===== src/rtl/olds_pkg.sv =====
// Shared constants, codes and controller/datapath interface types for the ordered list block.
package olds_pkg;

  localparam int CAPACITY = 32;
  localparam int IDX_W    = $clog2(CAPACITY);
  localparam int LEN_W    = $clog2(CAPACITY + 1);
  localparam int OP_W     = 3;
  localparam int POS_W    = 5;
  localparam int VAL_W    = 16;
  localparam int SCORE_W  = 21;
  localparam int CMP_W    = (LEN_W > POS_W) ? LEN_W : POS_W;

  localparam logic [OP_W-1:0] OP_READ   = OP_W'(0);
  localparam logic [OP_W-1:0] OP_WRITE  = OP_W'(1);
  localparam logic [OP_W-1:0] OP_INSERT = OP_W'(2);
  localparam logic [OP_W-1:0] OP_REMOVE = OP_W'(3);
  localparam logic [OP_W-1:0] OP_APPEND = OP_W'(4);
  localparam logic [OP_W-1:0] OP_SCORE  = OP_W'(5);

  typedef enum logic [2:0] {
    ST_IDLE,
    ST_CHECK,
    ST_WALK,
    ST_DRAIN,
    ST_COMMIT,
    ST_EMIT
  } state_t;

  typedef struct packed {
    logic capture;
    logic walk_init;
    logic rd_en;
    logic commit;
    logic emit;
  } dp_cmd_t;

  typedef struct packed {
    logic need_walk;
    logic walk_last;
  } dp_sts_t;

endpackage


===== src/rtl/olds_ctrl.sv =====
// Controller state machine: sequences capture, slot walk, commit and result hand-off.
module olds_ctrl (
  input  logic              clk,
  input  logic              rst_n,
  input  logic              in_valid,
  output logic              in_stall,
  output logic              out_valid,
  input  logic              out_stall,
  input  olds_pkg::dp_sts_t sts,
  output olds_pkg::dp_cmd_t cmd
);
  import olds_pkg::*;

  state_t state_r, state_nxt;
  logic   out_valid_r, out_valid_nxt;
  logic   slot_free;

  assign slot_free = !out_valid_r || !out_stall;

  always_comb begin
    state_nxt = state_r;
    unique case (state_r)
      ST_IDLE:   if (in_valid) state_nxt = ST_CHECK;
      ST_CHECK:  state_nxt = sts.need_walk ? ST_WALK : ST_COMMIT;
      ST_WALK:   if (sts.walk_last) state_nxt = ST_DRAIN;
      ST_DRAIN:  state_nxt = ST_COMMIT;
      ST_COMMIT: state_nxt = ST_EMIT;
      ST_EMIT:   if (slot_free) state_nxt = ST_IDLE;
      default:   state_nxt = ST_IDLE;
    endcase
  end

  always_comb begin
    cmd = '0;
    unique case (state_r)
      ST_IDLE:   cmd.capture   = in_valid;
      ST_CHECK:  cmd.walk_init = 1'b1;
      ST_WALK:   cmd.rd_en     = 1'b1;
      ST_DRAIN:  ;
      ST_COMMIT: cmd.commit    = 1'b1;
      ST_EMIT:   cmd.emit      = slot_free;
      default:   ;
    endcase
  end

  assign out_valid_nxt = cmd.emit || (out_valid_r && out_stall);

  always_ff @(posedge clk) begin
    if (!rst_n) begin
      state_r     <= ST_IDLE;
      out_valid_r <= 1'b0;
    end else begin
      state_r     <= state_nxt;
      out_valid_r <= out_valid_nxt;
    end
  end

  assign in_stall  = (state_r != ST_IDLE);
  assign out_valid = out_valid_r;

endmodule


===== src/rtl/olds_dp.sv =====
// Datapath: entry memory, length, slot walker, read-data processing and result registers.
module olds_dp (
  input  logic                          clk,
  input  logic                          rst_n,
  input  olds_pkg::dp_cmd_t             cmd,
  output olds_pkg::dp_sts_t             sts,
  input  logic [olds_pkg::OP_W-1:0]     in_operation,
  input  logic [olds_pkg::POS_W-1:0]    in_position,
  input  logic [olds_pkg::VAL_W-1:0]    in_item_value,
  output logic [olds_pkg::VAL_W-1:0]    out_read_data,
  output logic                          out_accepted,
  output logic [olds_pkg::SCORE_W-1:0]  out_score,
  output logic [olds_pkg::LEN_W-1:0]    out_current_length
);
  import olds_pkg::*;

  logic [VAL_W-1:0]    mem [CAPACITY];
  logic [CAPACITY-1:0] vld_r;

  logic [OP_W-1:0]    op_r;
  logic [POS_W-1:0]   pos_r;
  logic [VAL_W-1:0]   val_r;
  logic [LEN_W-1:0]   len_r, len_nxt;
  logic [IDX_W-1:0]   cnt_r, end_r;
  logic               dir_dn_r;
  logic               rv_r, rvb_r;
  logic [IDX_W-1:0]   ridx_r;
  logic [VAL_W-1:0]   rmem_r;
  logic               found_r;
  logic [SCORE_W-1:0] acc_r;
  logic [VAL_W-1:0]   rdata_r;
  logic               ok_nxt;
  logic               ok_r;

  logic [VAL_W-1:0]   out_read_data_r;
  logic               out_accepted_r;
  logic [SCORE_W-1:0] out_score_r;
  logic [LEN_W-1:0]   out_current_length_r;

  logic               pos_lt_len, pos_le_len, not_full;
  logic [IDX_W-1:0]   start_idx, end_idx;
  logic               start_dn;
  logic [VAL_W-1:0]   want, rd_word, dev;
  logic               match;
  logic               we;
  logic [IDX_W-1:0]   wa;
  logic [VAL_W-1:0]   wd;

  assign pos_lt_len = CMP_W'(pos_r) <  CMP_W'(len_r);
  assign pos_le_len = CMP_W'(pos_r) <= CMP_W'(len_r);
  assign not_full   = len_r < LEN_W'(CAPACITY);

  // walk bounds per operation
  always_comb begin
    sts.need_walk = 1'b0;
    sts.walk_last = (cnt_r == end_r);
    start_idx     = '0;
    end_idx       = IDX_W'(CAPACITY - 1);
    start_dn      = 1'b0;
    case (op_r)
      OP_READ: begin
        sts.need_walk = pos_lt_len;
        start_idx     = IDX_W'(pos_r);
        end_idx       = IDX_W'(pos_r);
      end
      OP_INSERT: begin
        sts.need_walk = not_full && pos_lt_len;
        start_idx     = IDX_W'(len_r - LEN_W'(1));
        end_idx       = IDX_W'(pos_r);
        start_dn      = 1'b1;
      end
      OP_REMOVE: begin
        // when the list is not full, one slot past the length is read so the hole can be filled from it
        sts.need_walk = 1'b1;
        end_idx       = not_full ? IDX_W'(len_r) : IDX_W'(CAPACITY - 1);
      end
      OP_SCORE: sts.need_walk = 1'b1;
      default: ;
    endcase
  end

  // an entry never written still holds its reset value, slot plus one
  assign want    = VAL_W'(ridx_r) + VAL_W'(1);
  assign rd_word = rvb_r ? rmem_r : want;
  assign dev     = (rd_word >= want) ? (rd_word - want) : (want - rd_word);
  assign match   = !found_r && (LEN_W'(ridx_r) < len_r) && (rd_word == val_r);

  // single write port: shift writes during the walk, final write at commit
  always_comb begin
    we = 1'b0;
    wa = IDX_W'(pos_r);
    wd = val_r;
    if (rv_r) begin
      if (op_r == OP_INSERT) begin
        we = 1'b1;
        wa = ridx_r + IDX_W'(1);
        wd = rd_word;
      end else if (op_r == OP_REMOVE && found_r) begin
        we = 1'b1;
        wa = ridx_r - IDX_W'(1);
        wd = rd_word;
      end
    end else if (cmd.commit) begin
      case (op_r)
        OP_WRITE:  we = pos_lt_len;
        OP_INSERT: we = not_full && pos_le_len;
        OP_APPEND: begin
          we = not_full;
          wa = IDX_W'(len_r);
        end
        default: ;
      endcase
    end
  end

  always_comb begin
    ok_nxt  = 1'b0;
    len_nxt = len_r;
    case (op_r)
      OP_READ:   ok_nxt = pos_lt_len;
      OP_WRITE:  ok_nxt = pos_lt_len;
      OP_INSERT: begin
        ok_nxt = not_full && pos_le_len;
        if (ok_nxt) len_nxt = len_r + LEN_W'(1);
      end
      OP_REMOVE: begin
        ok_nxt = found_r;
        if (found_r) len_nxt = len_r - LEN_W'(1);
      end
      OP_APPEND: begin
        ok_nxt = not_full;
        if (not_full) len_nxt = len_r + LEN_W'(1);
      end
      OP_SCORE:  ok_nxt = 1'b1;
      default: ;
    endcase
  end

  always_ff @(posedge clk) begin
    if (we) mem[wa] <= wd;
    if (cmd.rd_en) rmem_r <= mem[cnt_r];
  end

  always_ff @(posedge clk) begin
    if (!rst_n) begin
      len_r <= LEN_W'(CAPACITY);
      vld_r <= '0;
      rv_r  <= 1'b0;
    end else begin
      rv_r <= cmd.rd_en;
      if (we) vld_r[wa] <= 1'b1;
      if (cmd.commit) len_r <= len_nxt;
    end
  end

  // accepted flag latched at commit
  always_ff @(posedge clk) begin
    if (cmd.commit) ok_r <= ok_nxt;
  end

  always_ff @(posedge clk) begin
    if (cmd.capture) begin
      op_r    <= in_operation;
      pos_r   <= in_position;
      val_r   <= in_item_value;
      found_r <= 1'b0;
      acc_r   <= '0;
      rdata_r <= '0;
    end else if (rv_r) begin
      case (op_r)
        OP_READ:   rdata_r <= rd_word;
        OP_REMOVE: if (match) found_r <= 1'b1;
        OP_SCORE:  acc_r <= acc_r + SCORE_W'(dev);
        default: ;
      endcase
    end
    if (cmd.walk_init) begin
      cnt_r    <= start_idx;
      end_r    <= end_idx;
      dir_dn_r <= start_dn;
    end else if (cmd.rd_en) begin
      cnt_r <= dir_dn_r ? cnt_r - IDX_W'(1) : cnt_r + IDX_W'(1);
    end
    if (cmd.rd_en) begin
      ridx_r <= cnt_r;
      rvb_r  <= vld_r[cnt_r];
    end
    if (cmd.emit) begin
      out_read_data_r      <= rdata_r;
      out_accepted_r       <= ok_r;
      out_score_r          <= acc_r;
      out_current_length_r <= len_r;
    end
  end

  assign out_read_data      = out_read_data_r;
  assign out_accepted       = out_accepted_r;
  assign out_score          = out_score_r;
  assign out_current_length = out_current_length_r;

endmodule


===== src/rtl/ordered_list_with_deviation_score.sv =====
// Steps: accept, check, slot walk, drain, commit, emit; write, append, a read past the length
// and an insert at the end skip walk and drain; insert walks down to the position, remove
// walks up to one slot past the length (the last slot when full), score walks all 32 slots.
// Throughput: one transaction in flight; the next is taken the cycle after the result is
// loaded into the output register, so the slot walk over the single-port memory sets the rate.
// Reset (rst_n low, synchronous): length = 32, every slot reads as its index plus one.
module ordered_list_with_deviation_score (
  input  logic                          clk,
  input  logic                          rst_n,
  input  logic                          in_valid,
  output logic                          in_stall,
  input  logic [olds_pkg::OP_W-1:0]     in_operation,
  input  logic [olds_pkg::POS_W-1:0]    in_position,
  input  logic [olds_pkg::VAL_W-1:0]    in_item_value,
  output logic                          out_valid,
  input  logic                          out_stall,
  output logic [olds_pkg::VAL_W-1:0]    out_read_data,
  output logic                          out_accepted,
  output logic [olds_pkg::SCORE_W-1:0]  out_score,
  output logic [olds_pkg::LEN_W-1:0]    out_current_length
);
  import olds_pkg::*;

  dp_cmd_t cmd;
  dp_sts_t sts;

  olds_ctrl u_ctrl (
    .clk       (clk),
    .rst_n     (rst_n),
    .in_valid  (in_valid),
    .in_stall  (in_stall),
    .out_valid (out_valid),
    .out_stall (out_stall),
    .sts       (sts),
    .cmd       (cmd)
  );

  olds_dp u_dp (
    .clk                (clk),
    .rst_n              (rst_n),
    .cmd                (cmd),
    .sts                (sts),
    .in_operation       (in_operation),
    .in_position        (in_position),
    .in_item_value      (in_item_value),
    .out_read_data      (out_read_data),
    .out_accepted       (out_accepted),
    .out_score          (out_score),
    .out_current_length (out_current_length)
  );

endmodule

===== config.mk =====
export PLATFORM = sky130hd
export DESIGN_NAME = ordered_list_with_deviation_score
export DESIGN_NICKNAME = d
export VERILOG_FILES = /design/src/rtl/olds_pkg.sv /design/src/rtl/olds_ctrl.sv /design/src/rtl/olds_dp.sv /design/src/rtl/ordered_list_with_deviation_score.sv
export SDC_FILE = /design/constraint.sdc
export NUM_CORES = 1
export LEC_CHECK = 0
export CORE_ASPECT_RATIO = 1.75
export CORE_MARGIN = 2
export CORE_UTILIZATION = 60
export DETAILED_ROUTE_END_ITERATION = 10
export DONT_BUFFER_PORTS = 1
export PLACE_DENSITY = 0.78
export SLEW_MARGIN = 20
export SYNTH_ARGS = -nofsm -noshare
export SYNTH_HDL_FRONTEND = slang
export SYNTH_SLANG_ARGS = --single-unit

===== constraint.sdc =====
create_clock -name clk -period 5.95 [get_ports clk]
set_input_delay 0.8925 -clock clk [delete_from_list [all_inputs] [get_ports clk]]
set_output_delay 0.8925 -clock clk [all_outputs]
set_load 0.1 [all_outputs]

==> key figures <==
Place
  – Placed Cells: 2,372
  – DPL Wire Length: between 40,000 and 50,000 um
  – Place WS: ~0.34 ns
  – IO buf count: 0
  – Dpl cell area: 30,500 sq um
  – Gp weighted congestion: approximately 0.91

Critical path
  – Startpoint class of the critical path: flip-flop
  – Cell Chain, Critical Path: ha_1 -> nand3_1 -> xor2_1 -> inv_1 -> mux2i_1 -> inv_1 -> ha_1 -> o41ai_4 -> o211ai_4 -> mux2i_1 -> xnor2_1 -> ha_1 -> nor2b_1 -> o21ai_0 -> a21boi_1 -> o2111a_1 -> o211a_1 -> or4_1 -> a32o_1
  – CP required: 6.45 ns
  – Worst-path fanout max: 10
  – Most frequent CP cell: ha_1
  – Critical path data arrival time: ~6.0 ns
  – Crit end category: flip-flop
  – Critical path's slowest cell: edfxtp_1
  – WS Path Type: flip-flop to flip-flop
  – Critical path's largest stage delay: roughly 0.5 ns
  – R2R depth: 19

Yosys
  – Total number of yosys warnings: 0
  – Register area share after synthesis: around 68%
  – Synth unique cells: 93
  – Post-synth EDFFs: 614
  – Syn avg cell area: 16.9 sq um
  – Largest cells by area after synthesis: edfxtp_1 (62%), mux4_2 (13%), dfxtp_1 (5.5%)
  – Synth Flop Type: edfxtp_1
  – FF+latch count, synth: a little under 700
  – Yosys top cell area share: between 60% and 70%
  – Count leader, synth: edfxtp_1
  – Ys async rst share: 0%
  – Cell taking the most area after synthesis: edfxtp_1
  – Synth Cell Area: approximately 30,000 sq um
  – Synthesized instance count: 1,742
  – Commonest cells in the netlist: edfxtp_1 (614), mux4_2 (170), nand2_1 (89), dfxtp_1 (81), nor2_1 (77)
  – Syn nets: between 1,500 and 2,000

Pwr
  – Power dissipated by switching net loads: between 3 and 4 mW
  – Max IR drop VDD: about 0.00026 V
  – Part of the power in registers: between 40% and 50%
  – Logic gate share of total power: a little under 20%
  – Power Density: about 370 nW/um^2
  – Cell-internal power: 8.81 mW
  – Total Power: roughly 12 mW
  – Sw frac: between 20% and 30%
  – Leakage: 10.8 nW
  – Clock network fraction of total power: 32.3%

Floorplanning
  – Initial Util: between 60% and 70%
  – Die Area: between 50,000 and 60,000 sq um
  – Die width: 172 um
  – Die Span Y: 297 um
  – Ports: 74
  – Core area: roughly 49,000 sq um
  – Cell Rows: around 110

Cells and area
  – Post-Layout Cell Count: 2,480
  – Layout cells sized above 1: between 20 and 25%
  – Final core utilization: between 60% and 70%
  – Final Cell Area: about 33,000 sq um
  – Area growth syn-to-layout: 10.5%
  – NumNets Final: between 1,500 and 2,000
  – Diode count: 0
  – # fillers: a little over 3,000

Global route
  – Largest net degree at the start of global routing: around 110
  – Initial antenna violation count: 0
  – Number of global-route vias before repair: 16,600
  – Wire length of the first global-routing pass: 102,000 um
  – GRT Total Usage: between 20% and 30%
  – GRT Residual Overflow: 0

Drt
  – Final WL: 67,800 um
  – 1st-iter DRT viols: 1,485
  – Vias per cell: about 6.5
  – DRC viols: 0
  – DR WL/cell: around 27 um
  – Total vias in the final route: 16,100
  – Drt pass-1 iters: 5
  – Post-DRT Antenna Nets: 0

Timing
  – Hold Fails Final Rpt: 0
  – RSZ-0062 raised after global routing: false
  – Worst Hold Slack: around 0.35 ns
  – Setup WS post-layout: between 0.4 and 0.5 ns
  – Final Max Slew Viols: 0
  – Worst slew pin tran: between 1 and 1.5 ns
  – Final Skew: 0.0284 ns
  – Endpoints failing setup: 0
  – Max frequency: approximately 180 MHz
  – Tcrit/Tclk final: between 90% and 100%
  – Slew HR: 24.9%
  – Final Critical Period: 5.54 ns
  – Setup TNS: 0 ns

Hold path
  – Hold WC Path Type: primary input to flip-flop
  – Worst Hold Depth: 1

Flow run
  – Max-Cap Viols: 0

Clock tree
  – Root buf cell: clkbuf_16
  – CTS max path bufs: 3
  – CTS sink cnt: ~700
  – Worst skew pair latency: approximately 0.63 ns
  – CTS tree: done
  – # Post-CTS Setup Buffers: 0
  – Clk slew on worst S/H paths: about 0.070 ns
  – Total CTS buffers: 57
  – H-tree Lvls: 2

Status
  – Status: completed
==> layer usage <==
layer	wire length, um	track usage (%)	up-vias
met5	0	0	-
met4	3690	14.1	0
met1	23000	30.6	8256
met2	37500	49.5	692
li1	-	-	7002
met3	3580	3.42	189
==> logic make-up (layout without fill, tap and decap cells) <==
group,after synthesis,in the layout,share of synthesized area (%)
buffers and inverters,134,218,1.89
adder cells (fa/ha/maj),48,48,2.14
flip-flops,695,695,68.0
AO/OA/AOI/OAI,271,271,6.28
AND/OR/NAND/NOR,351,351,6.33
multiplexers,199,199,14.1
XOR/XNOR,44,44,1.31
==> path summary, 6_finish.rpt <==
path / startpoint / endpoint / slack [ns]
min reg2reg: u_dp.rdata_r[4]$_SDFFE_PP0P_ / u_dp.out_read_data[4]$_DFFE_PP_ / 0.43
max: u_dp.ridx_r[0]$_DFFE_PP_ / u_dp.acc_r[14]$_SDFFE_PP0P_ / 0.41
max reg2reg: u_dp.ridx_r[0]$_DFFE_PP_ / u_dp.acc_r[14]$_SDFFE_PP0P_ / 0.41
min: rst_n / u_dp.len_r[5]$_SDFFE_PN1P_ / 0.35
==> what timing repair did <==
| item | CTS | global route |
|---|---|---|
| endpoints found under the setup margin | 0 | 2 |
| resized for setup | 0 | 1 |
| endpoints found under the hold margin | 0 | 0 |
| hold buffers | 0 | 0 |
==> placed cells by master, fill, tap and decap left out, types with 24 or more instances in the layout <==
cell,instances
nor2_1,69
dfxtp_1,81
clkbuf_16,61
nor3_1,24
xnor2_1,26
ha_1,44
a21oi_1,59
o21ai_0,46
nand3_1,37
o21a_1,35
nand2_1,89
edfxtp_1,614
inv_1,45
mux4_2,170
buf_4,58
==> flip-flops by register name (all words and copies together), names as in the netlist <==
signal and cells:
u_ctrl.out_valid 1, u_ctrl.state_r 3, u_dp.acc_r 21, u_dp.cnt_r 5
u_dp.dir_dn_r 1, u_dp.end_r 5, u_dp.found_r 1, u_dp.len_r 6
u_dp.mem 512, u_dp.ok_r 1, u_dp.op_r 3, u_dp.out_accepted 1
u_dp.out_current_length 6, u_dp.out_read_data 16, u_dp.out_score 21, u_dp.pos_r 5
u_dp.rdata_r 16, u_dp.ridx_r 5, u_dp.rmem_r 16, u_dp.rv_r 1
u_dp.rvb_r 1, u_dp.val_r 16, u_dp.vld_r 32
==> critical path, delay by kind of cell (launching register included) <==
family | cells | cell delay, ns
AO/OA/AOI/OAI | 7 | 2.04
adder cells (fa/ha/maj) | 3 | 0.83
AND/OR/NAND/NOR | 3 | 0.78
multiplexers | 2 | 0.60
flip-flops | 1 | 0.50
XOR/XNOR | 2 | 0.40
buffers and inverters | 2 | 0.25
==> cell type report <==
| class | count | area (sq um) | area share (%) |
|---|---|---|---|
| Timing Repair Buffer | 60 | 475 | 1.46 |
| Tap cell | 654 | 818 | 2.51 |
| Inverter | 50 | 200 | 0.614 |
| Clock inverter | 32 | 327 | 1.00 |
| Sequential cell | 695 | 20100 | 61.5 |
| Multi-Input combinational cell | 913 | 9060 | 27.8 |
| Clock buffer | 76 | 1670 | 5.13 |
==> power by group through the flow <==
stage | Combinational, mW | Clock, mW | Sequential (mW)
3_3_place_gp | 2.24 | 0 | 5.95
5_1_grt | 2.51 | 4.13 | 5.86
3_5_place_dp | 2.30 | 0 | 5.95
4_1_cts | 2.36 | 3.97 | 5.85
6_report | 2.35 | 3.92 | 5.85
2_1_floorplan | 1.80 | 0 | 5.85
Note: power is estimated with default switching activity, not from simulation.
